[src/rtl/tam_pkg.sv]
// ---------------------------------------------------------------------------
// tam_pkg
// shared constants, types and helpers of the transpose address map
// ---------------------------------------------------------------------------
package tam_pkg;

  localparam int unsigned MAX_RANK  = 4;
  localparam int unsigned SIZE_BITS = 16;
  localparam int unsigned MAP_BITS  = 2;
  localparam int unsigned IDX_W     = 32;
  localparam int unsigned RANK_W    = 3;
  localparam int unsigned CFG_W     = 64;
  localparam int unsigned CFG_IDX_W = 3;
  localparam int unsigned CNT_W     = 34;
  localparam int unsigned PROD_W    = CNT_W + SIZE_BITS;
  localparam int unsigned NCELL     = MAX_RANK * IDX_W;

  localparam logic [CNT_W-1:0] COUNT_CAP = 34'h2_0000_0000;

  localparam logic [CFG_IDX_W-1:0] REG_SOURCE_RANK  = 3'd0;
  localparam logic [CFG_IDX_W-1:0] REG_OUTPUT_RANK  = 3'd1;
  localparam logic [CFG_IDX_W-1:0] REG_SOURCE_SIZES = 3'd2;
  localparam logic [CFG_IDX_W-1:0] REG_OUTPUT_SIZES = 3'd3;
  localparam logic [CFG_IDX_W-1:0] REG_AXIS_MAP     = 3'd4;

  typedef struct packed {
    logic [IDX_W-1:0]                         idx;
    logic [IDX_W-1:0]                         quo;
    logic [SIZE_BITS:0]                       part;
    logic [MAX_RANK-1:0][SIZE_BITS-1:0]       coord;
  } tam_item_t;

  function automatic logic [CNT_W-1:0] cap_count(input logic [PROD_W-1:0] p);
    logic [CNT_W-1:0] r;
    if (p > PROD_W'(COUNT_CAP)) begin
      r = COUNT_CAP;
    end else begin
      r = p[CNT_W-1:0];
    end
    return r;
  endfunction

endpackage

[src/rtl/tam_cell.sv]
// ---------------------------------------------------------------------------
// tam_cell
// one restoring division step of the coordinate split chain
// ---------------------------------------------------------------------------
module tam_cell (
  input  logic                          clk_i,
  input  logic                          rst_ni,
  input  logic                          en_i,
  input  logic [tam_pkg::MAP_BITS-1:0]  axis_i,
  input  logic                          last_i,
  input  logic [tam_pkg::SIZE_BITS-1:0] divisor_i,
  input  logic                          valid_i,
  input  tam_pkg::tam_item_t            item_i,
  output logic                          valid_o,
  output tam_pkg::tam_item_t            item_o
);

  logic [tam_pkg::SIZE_BITS:0] r2;
  logic [tam_pkg::SIZE_BITS:0] dext;
  logic [tam_pkg::SIZE_BITS:0] pn;
  logic                        ge;
  tam_pkg::tam_item_t          item_d;
  tam_pkg::tam_item_t          item_q;
  logic                        valid_q;

  assign r2   = {item_i.part[tam_pkg::SIZE_BITS-1:0], item_i.quo[tam_pkg::IDX_W-1]};
  assign dext = {1'b0, divisor_i};
  assign ge   = (r2 >= dext);
  assign pn   = ge ? (r2 - dext) : r2;

  always_comb begin
    item_d      = item_i;
    item_d.quo  = {item_i.quo[tam_pkg::IDX_W-2:0], ge};
    item_d.part = pn;
    // remainder of the last step is this axis coordinate
    if (last_i) begin
      item_d.coord[axis_i] = pn[tam_pkg::SIZE_BITS-1:0];
      item_d.part          = '0;
    end
  end

  always_ff @(posedge clk_i or negedge rst_ni) begin
    if (!rst_ni) begin
      valid_q <= 1'b0;
    end else if (en_i) begin
      valid_q <= valid_i;
    end
  end

  always_ff @(posedge clk_i) begin
    if (en_i) begin
      item_q <= item_d;
    end
  end

  assign valid_o = valid_q;
  assign item_o  = item_q;

endmodule

[config.mk]
export PLATFORM = sky130hd
export DESIGN_NAME = tam_cell
export DESIGN_NICKNAME = d
export VERILOG_FILES = /design/src/rtl/tam_pkg.sv /design/src/rtl/tam_cell.sv
export SDC_FILE = /design/constraint.sdc
export NUM_CORES = 1
export LEC_CHECK = 0
export BUFFER_PORTS_ARGS = -buffer_cell sky130_fd_sc_hd__buf_2
export CELL_PAD_IN_SITES_DETAIL_PLACEMENT = 1
export CELL_PAD_IN_SITES_GLOBAL_PLACEMENT = 2
export CORE_MARGIN = 1
export CORE_UTILIZATION = 30
export DETAILED_ROUTE_END_ITERATION = 16
export PLACE_DENSITY_LB_ADDON = 0.1
export SYNTH_ARGS = -nofsm -noshare
export SYNTH_HDL_FRONTEND = slang
export SYNTH_SLANG_ARGS = --single-unit
[constraint.sdc]
create_clock -name clk_i -period 2.1 [get_ports clk_i]
set_input_delay 0.315 -clock clk_i [delete_from_list [all_inputs] [get_ports clk_i]]
set_output_delay 0.315 -clock clk_i [all_outputs]
set_load 0.05 [all_outputs]
## Yosys cells after proc, flatten, opt, wreduce, memory -nomap -nowiden

Index checks and enable logic that the tools add are counted.

| operators by class | value |
|---|---|
| add/subtract/negate cells | 1 |
| multiply operators | 0 |
| divide/modulo/power cells | 0 |
| $lt $le $gt $ge | 3 |
| equal/unequal tests | 0 |
| shift-type cells | 0 |
| muxes and demuxes | 5 |
| bitwise logic cells | 0 |
| reduce and logical (&&, ||, !) cells | 1 |

Operator list:

| cell | number |
|---|---|
| $bwmux 64 | 1 |
| $mux 64 | 1 |
| $demux 16 s2 | 1 |
| $ge 17x16->1 | 1 |
| $mux 17 | 1 |
| $sub 17x16->17 | 1 |
| $mux 16 | 1 |
| $lt 2x3->1 const B | 1 |
| $ge 2x1->1 const B | 1 |
| $logic_and 1x1->1 | 1 |

| word-level totals | value |
|---|---|
| bits in registers | 146 |
| latch bits | 0 |
| memory bits (writable) | 0 |
| bits in read-only memories | 0 |
| input bits | 168 |
| output and inout port bits | 146 |
| word-level logic and storage cells | 18 |
| memories | 0 |

## Longest topological paths before layout

| depth | value |
|---|---|
| word-level depth | 6 |
| gate-level depth with buffers | 12 |
| depth with buffers taken out | 11 |

## Worst setup path before layout

Ideal clock, no wire load.

| timing path | value |
|---|---|
| kind | in2reg |
| start point | in divisor_i[10] (netlist name) |
| end point | reg item_q, in the netlist item_o[15] (data pin) |
| library setup time | 264 ps |
| data arrival time | 2388 ps |
| required time | 1836 ps |
| setup slack | -552 ps |
| stages on the path | 12 |
| path buffers | 3 |
| cell sequence | inv_1 -> ha_1 -> buf_6 -> a211o_1 -> a21oi_2 -> o21bai_1 -> a31oi_2 -> and2_1 -> buf_4 -> buf_6 -> mux2i_2 -> o21ai_1 |

RTL lines:

| item | RTL line | source |
|---|---|---|
| start, declared | tam_cell.sv:11 | `input logic [tam_pkg::SIZE_BITS-1:0] divisor_i,` |
| end signal, assigned | tam_cell.sv:52 | `item_q <= item_d;` |
| end, declared | tam_cell.sv:23 | `tam_pkg::tam_item_t item_q;` |

==> results.txt <==
The overall routing resource usage is 20.94%. The run gives 0 as the final-report max-slew violation count. After global routing the overflow that remains totals 0. Sequential area share after synthesis: 69.20%. The worst setup path is launched from an input port.

In this run the worst path has a maximum fanout of 5. Number of vias per cell after detailed routing: 4.633. The final core area utilization is 49.51%, and the setup violation total in the final timing report is 34. Measured along the y axis, the die boundary spans 147.2 µm.

In this run the most critical hold path is launched from item_i[124]. The critical path in this run is classified as input port to flip-flop. In this run, synthesis inferred 145 flip-flops with an integrated enable.

The starting density of the core was 30.98%; the data arrival time of the critical path was 2.40 ns. The routed wire length per instance came out at 19.45 µm. The worst-case setup margin in the final layout was -0.1573 ns. During synthesis, Yosys emitted a total of 0 warnings. Fill cells in the final layout number 2237.

The headroom to the max-slew limit came out at 56.71%. The final reports fail on setup timing. The final route contains 5402 vias. In this run, synthesis produced a sequential element count of 146.

The x dimension of the die was 147.2 µm. The first-pass GRT wire length is 33.74 mm, and the initial antenna violation count is 2. Via count of the first global-routing pass: 5745. The run gives 1.34 ns as the slack of the worst reg-to-reg path.

The path class of the tightest hold or removal check is input port to flip-flop. The fraction of synthesis flops using an asynchronous set or reset pin is 0.6849%. Counting the buffers created by CTS gives 17.

The CTS H-tree depth was 4; the clock latency reported for the late side of the worst-skew pair was 0.42 ns. Synthesis instantiated 52 different standard cells from the library. The cell area that synthesis handed to floorplanning was 6329 µm². The die covers 21680 µm². The worst hold path depth was 1; the transition time of the tightest slew-check pin was 0.6493 ns. The worst-case clock buffer depth is 2. Before antenna repair, the detailed router went through 6 iterations.

The top cell types in the final layout, fill and taps aside, are buf_2, edfxtp_1, buf_4, nand2_1, o21ai_1. The required time at the endpoint of the critical path is 2.24 ns, and the count of input and output buffers is 312. The floorplan step defined a core boundary enclosing 20430 µm².

In the routed design, unresolved DRC markers number 0. The flow ran to the end, but the final reports show violations. The startpoint identified for the worst register-to-register timing path is valid_o$_DFFE_PN0P_. Row generation in the floorplan step produced 52 rows. Summing internal, switching and leakage power gives 9.111 mW. Number of max-capacitance violations reported: 0. The end of the worst register-to-register path was valid_o$_DFFE_PN0P_. The tools report the element type at the critical path end as a flip-flop.

The final critical path time including I/O delays and setup was 2.257 ns; the average footprint of a synthesized cell was 13.18 µm². The tools report the highest achievable clock rate as 0.4430 GHz. Synthesis handed over a netlist of 480 instances. For the net count after synthesis, the log shows 665. For this run, the post-layout net count is 1066.

At the end of routability-driven placement, the weighted congestion stood at 1.008. In the finished design, the share of the clock period the worst path needs comes to 107.5%. Power spread over the standard cell area amounts to 900.8 nW/µm². The count of cells along the worst register-to-register path came out at 1. The clock tree root driver cell is clkbuf_16.

The number of ports placed on the die boundary came out at 314. The run gives 22.68 mm as the total routed wirelength. The logs give 146 for the number of sinks handled by clock tree synthesis and 0 for the final count of hold timing violations. Summed over all cells, the static leakage comes to 4.443 nW. For the final design instance area without fill, the log shows 10110 µm². The run gives -0.7666 ns as the post-placement worst setup slack. TritonCTS built the clock tree. In this run the remaining antenna-violating nets after routing total 0. The path with the worst hold slack has its endpoint at item_o[124]$_DFFE_PP_. The clock transition at the registers of the reported paths is 0.07 ns, and the post-detailed-placement half-perimeter wirelength is 18.00 mm. Once placement finished, the instance area stood at 8910 µm². The most used flip-flop cell after synthesis is edfxtp_1. Post-synthesis to final-layout area growth: 59.83%. IR analysis of the VDD net gives a maximum drop of 0.0004417 V.

The first routing iteration left 213 violations. Leaving out fill and tap cells, the most frequent cell in the layout is buf_2. Setup repair after global routing could not meet its margin everywhere.

Between clock sinks in the finished design, the worst skew comes to 0 ns. The run gives 43 as the pin count of the biggest net entering global routing. Of the cells placed in the final design, the portion with a size suffix greater than 1 is 58.17%.
-- layout make-up --
type | count | area, µm² | share of cell area (%)
well taps | 270 | 337.8 | 3.340
repair buffers | 406 | 2444 | 24.16
flip-flops and latches | 146 | 4379 | 43.30
multi-input cells | 287 | 2278 | 22.53
clock buffers | 17 | 425.4 | 4.206
clock inverters | 15 | 146.4 | 1.447
diodes | 2 | 5.005 | 0.04948
inverters | 23 | 98.84 | 0.9772
-- stage by stage --
step | std cells | hold slack [ns] | TNS (ns)
finish | 1166 | 0.06376 | -2.713
global route | 1165 | 0.04260 | -5.662
CTS | 1161 | 0.04632 | -1.445
detailed placement | 1121 | 0.09362 | -53.99
global placement | 1121 | 0.09049 | -47.48
floorplan | 480 | 0.01941 | -29.79
-- layer usage --
layer | vias to the layer above | routed length (µm) | track usage, %
li1 | 2572 | - | -
met1 | 2624 | 9092 | 24.17
met2 | 181 | 12070 | 38.54
met3 | 23 | 1188 | 4.969
met4 | 2 | 311 | 5.464
met5 | - | 13 | 0
-- critical path, cell delays in order --
cell and delay (ns):
buf_6 0.09, inv_4 0.05, ha_4 0.12, inv_2 0.03, fa_2 0.34, a21o_1 0.23
a221oi_4 0.31, buf_4 0.17, o21ai_2 0.06, o311a_1 0.34, mux2i_4 0.24, o21ai_1 0.08
-- timing repair --
item	in CTS	in global routing
setup buffers	7	4
resized for setup	74	57
pin swaps	28	29
hold buffers	1	0
endpoints found under the hold margin	1	0
endpoints found under the setup margin	81	76
-- state kept, by name (all words and copies together), names as in the netlist --
name and count:
item_o 145, valid_o 1
-- report_power, final --
group	total (mW)	internal [mW]	switching [mW]
clock network	2.95	1.67	1.29
registers	3.58	3.52	0.0661
logic	2.58	0.822	1.75
-- synthesized netlist by cell type, types with 3 or more instances --
cell	number	share of area, %
edfxtp_1	145	69
nand2_1	74	4.4
o21ai_1	36	2.8
o21ai_0	34	2.7
inv_1	23	1.4
nor2_1	22	1.3
clkbuf_1	18	1.1
ha_1	16	3.2
a21oi_1	14	1.1
mux2i_2	9	2.0
o21a_1	6	0.71
xnor2_1	6	0.83
a21o_1	5	0.59
nand3_1	5	0.40
nand4_1	5	0.49
o21bai_1	4	0.47
xor2_1	4	0.55
mux2_2	3	0.53
mux2i_1	3	0.47
nor2b_1	3	0.30
-- cells by family after synthesis --
| kind of cell | count (synthesis) | synth area share (%) |
|---|---|---|
| compound gates | 118 | 11.05 |
| xor+xnor | 10 | 1.384 |
| fa+ha+maj | 17 | 3.480 |
| buf+inv | 47 | 3.124 |
| flops | 146 | 69.20 |
| mux | 15 | 2.966 |
| simple gates | 127 | 8.798 |
-- how the worst max path moves through the flow --
| stage | startpoint | end | depth (start not counted) |
|---|---|---|---|
| final | item_i[112] | item_o[12]$_DFFE_PP_ | 12 |
| after global routing | item_i[112] | item_o[8]$_DFFE_PP_ | 13 |
| after CTS | item_i[112] | item_o[40]$_DFFE_PP_ | 13 |
| after detailed placement | divisor_i[8] | item_o[0]$_DFFE_PP_ | 10 |
| after global placement | item_i[112] | item_o[60]$_DFFE_PP_ | 11 |
| after floorplan | item_i[73] | item_o[60]$_DFFE_PP_ | 11 |
Power figures use the tool's default switching activity.
